File: src/rtl/uft_pkg.sv
`default_nettype none

package uft_pkg;

  // fixed field widths of the ports
  localparam int IN_NODE_W  = 10;
  localparam int OUT_SIZE_W = 11;

  // operation codes carried by in_action
  typedef enum logic {
    ACT_UNION = 1'b0,
    ACT_FIND  = 1'b1
  } act_t;

endpackage

`default_nettype wire

File: src/rtl/uft_reduce.sv
`default_nettype none

module uft_reduce import uft_pkg::*; #(
  parameter int NODES = 1024
) (
  input  wire logic                     clk,
  input  wire logic                     rst_n,
  input  wire logic                     start,
  input  wire logic [IN_NODE_W-1:0]     val_a,
  input  wire logic [IN_NODE_W-1:0]     val_b,
  output logic                          done,
  output logic [$clog2(NODES)-1:0]      res_a,
  output logic [$clog2(NODES)-1:0]      res_b
);

  localparam int IW = $clog2(NODES);
  // scaled reciprocal of NODES, rounded up; exact quotient for any index word
  localparam int SH = IN_NODE_W + $clog2(NODES);
  localparam int MW = IN_NODE_W + 2;
  localparam int PW = IN_NODE_W + MW;
  localparam logic [MW-1:0] RECIP = MW'(((2 ** SH) + NODES - 1) / NODES);

  logic                 busy_r;
  logic                 done_r;
  logic [IN_NODE_W-1:0] va_r;
  logic [IN_NODE_W-1:0] vb_r;
  logic [IN_NODE_W-1:0] qa_r;
  logic [IN_NODE_W-1:0] qb_r;
  logic [IN_NODE_W-1:0] rem_a;
  logic [IN_NODE_W-1:0] rem_b;

  function automatic logic [IN_NODE_W-1:0] quot_f(input logic [IN_NODE_W-1:0] v);
    logic [PW-1:0] prod;
    prod = PW'(v) * PW'(RECIP);
    return IN_NODE_W'(prod >> SH);
  endfunction

  // capture, then quotient, then remainder out of the held word
  always_ff @(posedge clk) begin
    if (!rst_n) begin
      busy_r <= 1'b0;
      done_r <= 1'b0;
    end else begin
      busy_r <= start;
      done_r <= busy_r;
      if (start) begin
        va_r <= val_a;
        vb_r <= val_b;
      end
      if (busy_r) begin
        qa_r <= quot_f(va_r);
        qb_r <= quot_f(vb_r);
      end
    end
  end

  // remainder fits the index width, so the low bits are enough
  assign rem_a = va_r - IN_NODE_W'(qa_r * NODES);
  assign rem_b = vb_r - IN_NODE_W'(qb_r * NODES);

  assign done  = done_r;
  assign res_a = IW'(rem_a);
  assign res_b = IW'(rem_b);

endmodule

`default_nettype wire

File: config.mk
export PLATFORM = sky130hd
export DESIGN_NAME = uft_reduce
export DESIGN_NICKNAME = d
export VERILOG_FILES = /design/src/rtl/uft_pkg.sv /design/src/rtl/uft_reduce.sv
export SDC_FILE = /design/constraint.sdc
export NUM_CORES = 1
export LEC_CHECK = 0
export ABC_AREA = 1
export BUFFER_PORTS_ARGS = -buffer_cell sky130_fd_sc_hd__buf_2
export CAP_MARGIN = 15
export CORE_MARGIN = 3
export CORE_UTILIZATION = 42
export DETAILED_ROUTE_END_ITERATION = 7
export HOLD_SLACK_MARGIN = 0.12
export PLACE_DENSITY = 0.9
export SLEW_MARGIN = 20
export SYNTH_ARGS = -nofsm -noshare
export SYNTH_HDL_FRONTEND = slang
export SYNTH_SLANG_ARGS = --single-unit
File: constraint.sdc
create_clock -name clk -period 1.2 [get_ports clk]
set_input_delay 0 -clock clk [delete_from_list [all_inputs] [get_ports clk]]
set_output_delay 0 -clock clk [all_outputs]
set_load 0.02 [all_outputs]
After elaboration in Yosys (flattened, before gate mapping)
Index checks and enable logic that the tools add are counted.
{"block": "word_totals", "wordCells": 5, "inputBits": 23, "ff_bits": 22, "out_inout_bits": 21}
{"block": "op_classes", "n_reduce_logical": 1}
{"op": "2-bit AND reduction", "n": 1}

Longest topological paths before layout
Gate-level depths: netlist of the first run.
{"block": "logic_depth", "ltp_word": 1, "mapped_depth": 2, "depth_no_buf": 2}

Worst setup path after synthesis of the first run
OpenSTA, ideal clock, no wires.
{"block": "synth_timing", "path_type": "input port to flip-flop", "startpoint": "input port rst_n", "endpoint": "register va_r[0], enable pin", "n_path_buf": 0, "slack_ns": 0.366, "setup_ns": 0.375, "cell_stages": 2, "required_time_ns": 0.825, "t_arrival_ns": 0.459, "cell_sequence": "nand2_1 -> inv_1"}
{"block": "synth_between", "elab_chain_cells": 1}
{"item": "start, declared", "line_no": "uft_reduce.sv:7", "rtl": "input wire logic rst_n,"}
{"item": "2-bit AND reduction (no line)"}
{"item": "end signal, assigned", "line_no": "uft_reduce.sv:47", "rtl": "va_r <= val_a;"}
{"item": "end, declared", "line_no": "uft_reduce.sv:25", "rtl": "logic [IN_NODE_W-1:0] va_r;"}
Every way passes these cells.
A chain may end at the register's enable or synchronous reset.

Worst setup path in the final report of the first run
{"block": "layout_timing", "startpoint": "input port rst_n", "endpoint": "register va_r[2], enable pin"}
Same word-level chain as after synthesis.

==> impl_metrics.tcl, run 1 <==
set metrics [dict create \
    antenna_cells 0 \
    pwr-share-clk_pct 25.6 \
    ys_seq_elements 22 \
    synth_cell_type_count 4 \
    routed_wl_mm 1.435 \
    vias 481 \
    insertion_delay_ns 0.29 \
    synth_warnings 0 \
    cts.sinks 22 \
    p_switching_uw 321.1 \
    firstDrtPassIters 1 \
    grt_max_degree 21 \
    drv_cap 0 \
    pwr-share-comb_pct 14.6 \
    p_sw_share_pct 21.35 \
    worstHoldPathType "in -> reg" \
    cts_max_path_buffers 2 \
    rr_startpoint "busy_r$_SDFF_PN0_" \
    drv_slew 0 \
    cp-end-kind "flip-flop" \
    setup_tns_ns 0 \
    irDropWorstVdd_v 0.0009295 \
    crit_end "va_r[2]$_DFFE_PP_" \
    avgViaCountPerCell 4.295 \
    crit_path_start "rst_n" \
    areaGrowthSynthToFinish_pct 77.42 \
    slew_headroom_pct 92.54 \
    reg2reg_depth 2 \
    r2r_slack_ns 0.69 \
    num_rows 13 \
    p_seq_share_pct 59.8 \
    die_w_um 45.62 \
    layout-drive-gt1-share_pct 49.48 \
    coreArea_sq_mm 0.001383 \
    setup_ws_ns 0.2396 \
    syn_inst 27 \
    die_h_um 45.62 \
    wl_per_cell_um 12.81 \
    clkTransAtPathRegs_ns 0.11 \
    cp.required_ns 1.22 \
    period_needed_ns 0.9604 \
    leakage_uw 0.0005245 \
    yosysSeqAreaShare_pct 97.15 \
    outcome "complete, no violations" \
    detailedPlace.worstSlack_ns 0.4780 \
    start_kind "input pin" \
    synth_area_sq_um 659.4 \
    cts_tree "done" \
    finClkSkew_ns 0.00006861 \
    first_iter_violations 0 \
    synth_nets 50 \
    track_usage_pct 15.76 \
    grt_pass1_vias 510 \
    r2r_end "done$_SDFF_PN0_" \
    tightest_slew_ns 0.1120 \
    period_share_pct 80.04 \
    dieArea_sq_mm 0.002081 \
    worstSetupPathType "in -> reg" \
    final_nets 121 \
    rsz0062_at_grt "no" \
    cpMaxStageDelayCell "dlygate4sd3_1" \
    worstPathArrival_ns 0.98 \
    setup_violations 0 \
    power_density_mw_per_mm2 1286 \
    crit_fanout 20 \
    start_util_pct 47.69 \
    port_buffers 43 \
    p_int_uw 1183 \
    final_hold_viol_count 0 \
    num_io_pins 44 \
    crit_chain "dlygate4sd3_1, buf_2, nand2_1, inv_1, buf_12" \
    grt_first_pass_wirelength_mm 2.221 \
    avgSynthCellArea_sq_um 24.42 \
    hold_depth 2 \
    htree_num_levels 1 \
    gp_congestion 0.6149 \
    ant_nets 0 \
    post-cts-setup-buffers 0 \
    dp_hpwl_um 891.2 \
    cts_buffers 3 \
    max_freq_mhz 1041 \
    antenna_found_initial 0 \
    n_fill_cell 69 \
    root_buffer "clkbuf_4" \
    grt-ovfl-total 0 \
    drc 0 \
    max_stage_delay_ns 0.53 \
]
==> cells by family after synthesis <==
kind of cell	share of synthesized area, %
buffers and inverters	1.708
flip-flops	97.15
AND/OR/NAND/NOR	1.139
==> critical path, delay by kind of cell <==
kind                   cells  cell delay, ns
buffers and inverters      4            0.91
and+or+nand+nor            1            0.07
==> cell usage in the layout, fill, tap and decap left out <==
master         synthesis  final
buf_2                  0     43
clkbuf_4               0      3
clkbuf_8               0      1
buf_12                 0      1
inv_1                  3      3
dfxtp_1                2      2
nand2_1                2      2
edfxtp_1              20     20
dlygate4sd3_1          0     22
==> power by group through the flow <==
stage / clock (uW) / sequential [uW] / combinational (uW)
after global routing: 434 / 904 / 234
after CTS: 403 / 899 / 218
after detailed placement: 0 / 916 / 163
final: 386 / 899 / 219
after floorplan: 0 / 982 / 11.8
after global placement: 0 / 916 / 160
==> metal layers <==
| metal | share of wire (%) | global-route usage (%) |
|---|---|---|
| met1 | 35 | 15.22 |
| met2 | 59 | 30.08 |
| met3 | 6.3 | 4.348 |
| met4 | 0 | 7.018 |
| met5 | 0 | 0 |
==> synth_stat cells <==
| cell | count | area share [%] |
|---|---|---|
| nand2_1 | 2 | 1.1 |
| inv_1 | 3 | 1.7 |
| edfxtp_1 | 20 | 91 |
| dfxtp_1 | 2 | 6.1 |
==> worst min-delay path by stage <==
stage / startpoint / endpoint / slack [ns]
6_report: val_a[5] / va_r[5]$_DFFE_PP_ / 0.41
3_5_place_dp: val_a[7] / va_r[7]$_DFFE_PP_ / 0.18
2_1_floorplan: rst_n / done$_SDFF_PN0_ / 0.09
4_1_cts: val_a[3] / va_r[3]$_DFFE_PP_ / 0.39
3_3_place_gp: val_a[4] / va_r[4]$_DFFE_PP_ / 0.18
5_1_grt: val_b[1] / vb_r[1]$_DFFE_PP_ / 0.39
==> layout make-up <==
type	instances	area [sq um]	area share [%]
Tap cell	15	18.77	1.604
Clock buffer	4	36.28	3.102
Sequential cell	22	640.6	54.76
Multi-Input combinational cell	2	7.507	0.6417
Inverter	3	11.26	0.9626
Timing Repair Buffer	66	455.4	38.93
==> timing repair <==
item / in CTS / in global routing
resized for setup: 0 / 0
endpoints found under the setup margin: 0 / 0
hold buffers: 22 / 0
endpoints found under the hold margin: 22 / 0
==> registers in the layout, summed over array words and instances (netlist names) <==
register  count
busy_r        1
done          1
va_r         10
vb_r         10
==> per-stage QoR <==
stage | power (uW) | cell area, sq um | hold WS (ns) | utilization (%) | cells
global route | 1572 | 1170 | 0.3870 | 84.62 | 112
CTS | 1520 | 1170 | 0.3879 | 84.62 | 112
finish | 1504 | 1170 | 0.4071 | 84.62 | 112
global placement | 1076 | 913.4 | 0.1782 | 66.06 | 86
floorplan | 994.0 | 659.4 | 0.09345 | - | 27
detailed placement | 1080 | 913.4 | 0.1781 | 66.06 | 86
No activity file was read; power rests on OpenSTA's default activity.
==> inputs of run 2 (changes only) <==
CORE_UTILIZATION = 39   (was 42)
PLACE_DENSITY = 0.86   (was 0.9)
clock period = 0.9 ns   (was 1.2 ns; I/O delays follow)
==> run 2 against run 1 <==
Clock skew hardly changed. Routed wire length is 8.6% higher. Critical path type is now reg -> out. Sequential power increased by 33%.
==> impl_metrics.tcl, run 2 (same netlist as run 1, synthesis figures left out) <==
set metrics [dict create \
    cp-end-kind "output pin" \
    worstSetupPathType "reg -> out" \
    grt_pass1_vias 492 \
    hold_depth 4 \
    outcome "complete, no violations" \
    pwr-share-comb_pct 15.4 \
    track_usage_pct 14.60 \
    setup_violations 0 \
    final_nets 121 \
    rr_startpoint "busy_r$_SDFF_PN0_" \
    areaGrowthSynthToFinish_pct 77.99 \
    num_rows 14 \
    grt-busiest-layer "met2" \
    reg2reg_depth 2 \
    cts_max_path_buffers 2 \
    max_freq_mhz 1142 \
    leakage_uw 0.0005213 \
    period_share_pct 97.26 \
    path_buf_inv 1 \
    worstHoldPathType "in -> reg" \
    cts.sinks 22 \
    crit_chain "buf_6" \
    hold_end "vb_r[2]$_DFFE_PP_" \
    cp.required_ns 0.90 \
    finClkSkew_ns 0.00004369 \
    r2r_slack_ns 0.41 \
    instances_no_fill 113 \
    start_util_pct 42.78 \
    wl_per_cell_um 13.80 \
    pwr-share-clk_pct 22.6 \
    worstPathArrival_ns 0.88 \
    rsz0062_at_grt "yes" \
    drv_slew 0 \
    htree_num_levels 1 \
    first_iter_violations 4 \
    die_w_um 47.12 \
    insertion_delay_ns 0.29 \
    coreArea_sq_mm 0.001541 \
    grt_first_pass_wirelength_mm 2.076 \
    port_buffers 43 \
    max_stage_delay_ns 0.42 \
    vias 484 \
    antenna_found_initial 0 \
    dieArea_sq_mm 0.002220 \
    whs_ns 0.2060 \
    drv_cap 0 \
    hold_start "start" \
    final_common_cell "buf_2" \
    firstDrtPassIters 4 \
    grt-ovfl-total 0 \
    final_hold_viol_count 0 \
    cts_buffers 3 \
    grt_max_degree 21 \
    p_sw_share_pct 22.18 \
    dp.cells 87 \
    ant_nets 0 \
    r2r_end "done$_SDFF_PN0_" \
    p_switching_uw 430.5 \
    irDropWorstVdd_v 0.001228 \
    p_seq_share_pct 62.0 \
    crit_fanout 1 \
    slew_headroom_pct 92.18 \
    setup_tns_ns 0 \
    start_kind "flip-flop" \
    power_density_mw_per_mm2 1654 \
    cts_tree "done" \
    cpMaxStageDelayCell "edfxtp_1" \
    drc 0 \
    period_needed_ns 0.8753 \
    antenna_cells 0 \
    routed_wl_mm 1.559 \
    p_int_uw 1510 \
    layout-drive-gt1-share_pct 48.45 \
    top_regs "va_r (10), vb_r (10)" \
    die_h_um 47.12 \
    clkTransAtPathRegs_ns 0.12 \
    grt_util_met1_pct 14.65 \
    use_met3_pct 2.299 \
    root_buffer "clkbuf_4" \
    final_cell_mix "41 x buf_2, 22 x dlygate4sd3_1, 20 x edfxtp_1, 3 x inv_1, 3 x clkbuf_4" \
    gp_congestion 0.5663 \
    num_io_pins 44 \
    critPathTopFamily "flip-flops" \
    grt_use_met2_pct 27.10 \
    tightest_slew_ns 0.1173 \
    avgViaCountPerCell 4.283 \
]
run 2: metal layers:
layer | part of all wire [%] | vias to the layer above
met5 | 0 | -
met4 | 1.1 | 0
met1 | 35 | 224
li1 | - | 241
met3 | 4.9 | 2
met2 | 59 | 17
run 2: through the flow:
| step | util, % | area [sq um] | worst slack (ns) | total power [uW] |
|---|---|---|---|---|
| after floorplan | - | 659.4 | 0.06585 | 1325 |
| after global placement | 59.33 | 914.6 | 0.2068 | 1436 |
| after detailed placement | 59.33 | 914.6 | 0.1854 | 1445 |
| after CTS | 75.32 | 1161 | 0.02188 | 1942 |
| after global routing | 76.14 | 1174 | -0.01143 | 2019 |
| final | 76.14 | 1174 | 0.02469 | 1941 |
run 2: area by class of cell:
| class | instances | area, sq um |
|---|---|---|
| fillers | 101 | 367.9 |
| clock buffers | 4 | 26.28 |
| flip-flops and latches | 22 | 640.6 |
| well taps | 16 | 20.02 |
| repair buffers | 66 | 467.9 |
| multi-input cells | 2 | 7.507 |
| inverters | 3 | 11.26 |
run 2: worst max path at each step:
stage / to / slack, ns / cells past startpoint / start
2_1_floorplan: va_r[0]$_DFFE_PP_ / 0.07 / 2 / rst_n
3_3_place_gp: vb_r[9]$_DFFE_PP_ / 0.21 / 4 / rst_n
3_5_place_dp: vb_r[9]$_DFFE_PP_ / 0.19 / 4 / rst_n
4_1_cts: res_a[5] / 0.02 / 1 / va_r[5]$_DFFE_PP_
5_1_grt: res_a[5] / -0.01 / 1 / va_r[5]$_DFFE_PP_
6_report: res_a[5] / 0.02 / 1 / va_r[5]$_DFFE_PP_
run 2: what timing repair did:
item	CTS	global route
buffers inserted	0	0
endpoints found under the setup margin	0	2
hold endpoints to repair	22	0
hold buffers	22	0
gates resized for setup	0	4
run 2: power groups by stage:
stage / Clock [uW] / Combinational [uW] / Sequential (uW)
2_1_floorplan: 0 / 15.7 / 1310
3_3_place_gp: 0 / 214 / 1220
3_5_place_dp: 0 / 221 / 1220
4_1_cts: 446 / 295 / 1200
5_1_grt: 490 / 318 / 1210
6_report: 438 / 300 / 1200
==> inputs of run 3 (changes only) <==
==> constraint.sdc (replaced) <==
create_clock -name clk -period 0.9 [get_ports clk]
set_input_delay 0.045 -clock clk [delete_from_list [all_inputs] [get_ports clk]]
set_output_delay 0.045 -clock clk [all_outputs]
set_load 0.02 [all_outputs]
==> run 3 against run 2 <==
The flow now finishes with violations (setup timing). Die area stayed put. Sequential power hardly changed. Clock-buffer cell count did not move. Fmax shrank 5.0%. Sequential share of layout area decreased by 3.0 points. Critical path depth did not move. First-iteration DRC count grew 25%. Non-clock buffer count stayed put. Cell count is the same. Clock power is essentially flat. Critical path type unchanged. Critical endpoint unchanged. Largest cell class unchanged. Largest power group unchanged.
==> impl_metrics.tcl, run 3 (same netlist as run 1, synthesis figures left out) <==
set metrics [dict create \
    setup_violations 4 \
    top_regs "va_r (10), vb_r (10)" \
    num_rows 14 \
    final_cell_mix "30 x buf_2, 22 x dlygate4sd3_1, 20 x edfxtp_1, 13 x buf_6" \
    cts_buffers 3 \
    port_buffers 43 \
    grt-ovfl-total 0 \
    grt-busiest-layer "met2" \
    avgViaCountPerCell 4.319 \
    outcome "complete, but fails checks" \
    start_kind "flip-flop" \
    violations "setup timing" \
    use_met3_pct 2.299 \
    worstHoldPathType "in -> reg" \
    instances_no_fill 113 \
    path_buf_inv 1 \
    die_h_um 47.12 \
    worstPathArrival_ns 0.88 \
    antenna_cells 0 \
    period_needed_ns 0.9216 \
    irDropWorstVdd_v 0.001232 \
    cts_max_path_buffers 2 \
    detailedPlace.worstSlack_ns 0.1404 \
    finClkSkew_ns 0.00004369 \
    max_freq_mhz 1085 \
    cts_tree "done" \
    areaGrowthSynthToFinish_pct 88.42 \
    n_fill_cell 85 \
    slew_headroom_pct 92.16 \
    post-cts-setup-buffers 0 \
    clkTransAtPathRegs_ns 0.12 \
    final_nets 121 \
    max_stage_delay_ns 0.43 \
    final_hold_viol_count 0 \
    antenna_found_initial 0 \
    crit_fanout 1 \
    drv_slew 0 \
    ant_nets 0 \
    num_io_pins 44 \
    tightest_slew_ns 0.1175 \
    cpMaxStageDelayCell "edfxtp_1" \
    vias 488 \
    first_iter_violations 5 \
    gp_congestion 0.5663 \
    grt_pass1_vias 492 \
    grt_first_pass_wirelength_mm 2.076 \
    setup_tns_ns -0.04512 \
    coreArea_sq_mm 0.001541 \
    crit_chain "buf_6" \
    dieArea_sq_mm 0.002220 \
    power_density_mw_per_mm2 1600 \
    leakage_uw 0.0005446 \
    drc 0 \
    layout-drive-gt1-share_pct 48.45 \
    final_common_cell "buf_2" \
    worstSetupPathType "reg -> out" \
    dp.cells 87 \
    setup_ws_ns -0.02157 \
    track_usage_pct 14.60 \
    grt_util_met1_pct 14.65 \
    insertion_delay_ns 0.28 \
    wl_per_cell_um 14.41 \
    period_share_pct 102.4 \
    cts.sinks 22 \
    grt_max_degree 21 \
    start_util_pct 42.78 \
    firstDrtPassIters 4 \
    whs_ns 0.2506 \
    root_buffer "clkbuf_4" \
    drv_cap 0 \
    grt_use_met2_pct 27.10 \
    routed_wl_mm 1.628 \
    cp.required_ns 0.85 \
    rsz0062_at_grt "yes" \
    critPathTopFamily "flip-flops" \
    die_w_um 47.12 \
    htree_num_levels 1 \
    cp-end-kind "output pin" \
]
-- run 3: cell count changes in the layout (fill, tap and decap cells not counted) --
cell / before / now
buf_6: 2 / 13
buf_2: 41 / 30
-- run 3: worst reg2reg max path, cell delays in order, from the launching register on --
cell     delay [ns]
dfxtp_1        0.32
nand2_1        0.06
inv_1          0.03
-- run 3: final cells by class --
type                    count  area, sq um  area share (%)
repair buffers             66        536.8           43.20
multi-input cells           2        7.507          0.6042
flip-flops and latches     22        640.6           51.56
well taps                  16        20.02           1.611
clock buffers               4        26.28           2.115
inverters                   3        11.26          0.9063
-- run 3: repair_timing --
action | in CTS | in global routing
hold buffers | 22 | 0
hold endpoints to repair | 22 | 0
setup endpoints to repair | 7 | 18
resized for setup | 4 | 22
cloned | 0 | 0
-- run 3: path summary, 6_finish.rpt --
| check | start | endpoint | slack [ns] | cells after the start |
|---|---|---|---|---|
| hold / removal | start | vb_r[2]$_DFFE_PP_ | 0.25 | 4 |
| hold reg to reg | busy_r$_SDFF_PN0_ | done$_SDFF_PN0_ | 0.43 | 2 |
| setup / recovery | va_r[5]$_DFFE_PP_ | res_a[5] | -0.02 | 1 |
| setup reg to reg | busy_r$_SDFF_PN0_ | done$_SDFF_PN0_ | 0.41 | 2 |
-- run 3: report_power, final --
group | internal (uW) | total (uW) | leakage (uW) | switching [uW]
Clock | 172 | 438 | 0.0000150 | 265
Combinational | 189 | 338 | 0.000325 | 149
Sequential | 1190 | 1210 | 0.000204 | 25.2
Total | 1550 | 1990 | 0.000545 | 440
-- run 3: layer usage --
metal  share of wire [%]  wire (um)
met4                 1.0         17
met5                   0          0
met3                 4.4         71
met1                  34        552
met2                  61        986
-- run 3: through the flow --
step / total power, uW / instance area, sq um / utilization (%)
floorplan: 1325 / 659.4 / -
global placement: 1436 / 914.6 / 59.33
detailed placement: 1445 / 914.6 / 59.33
CTS: 1951 / 1174 / 76.14
global route: 2066 / 1242 / 80.60
finish: 1988 / 1242 / 80.60
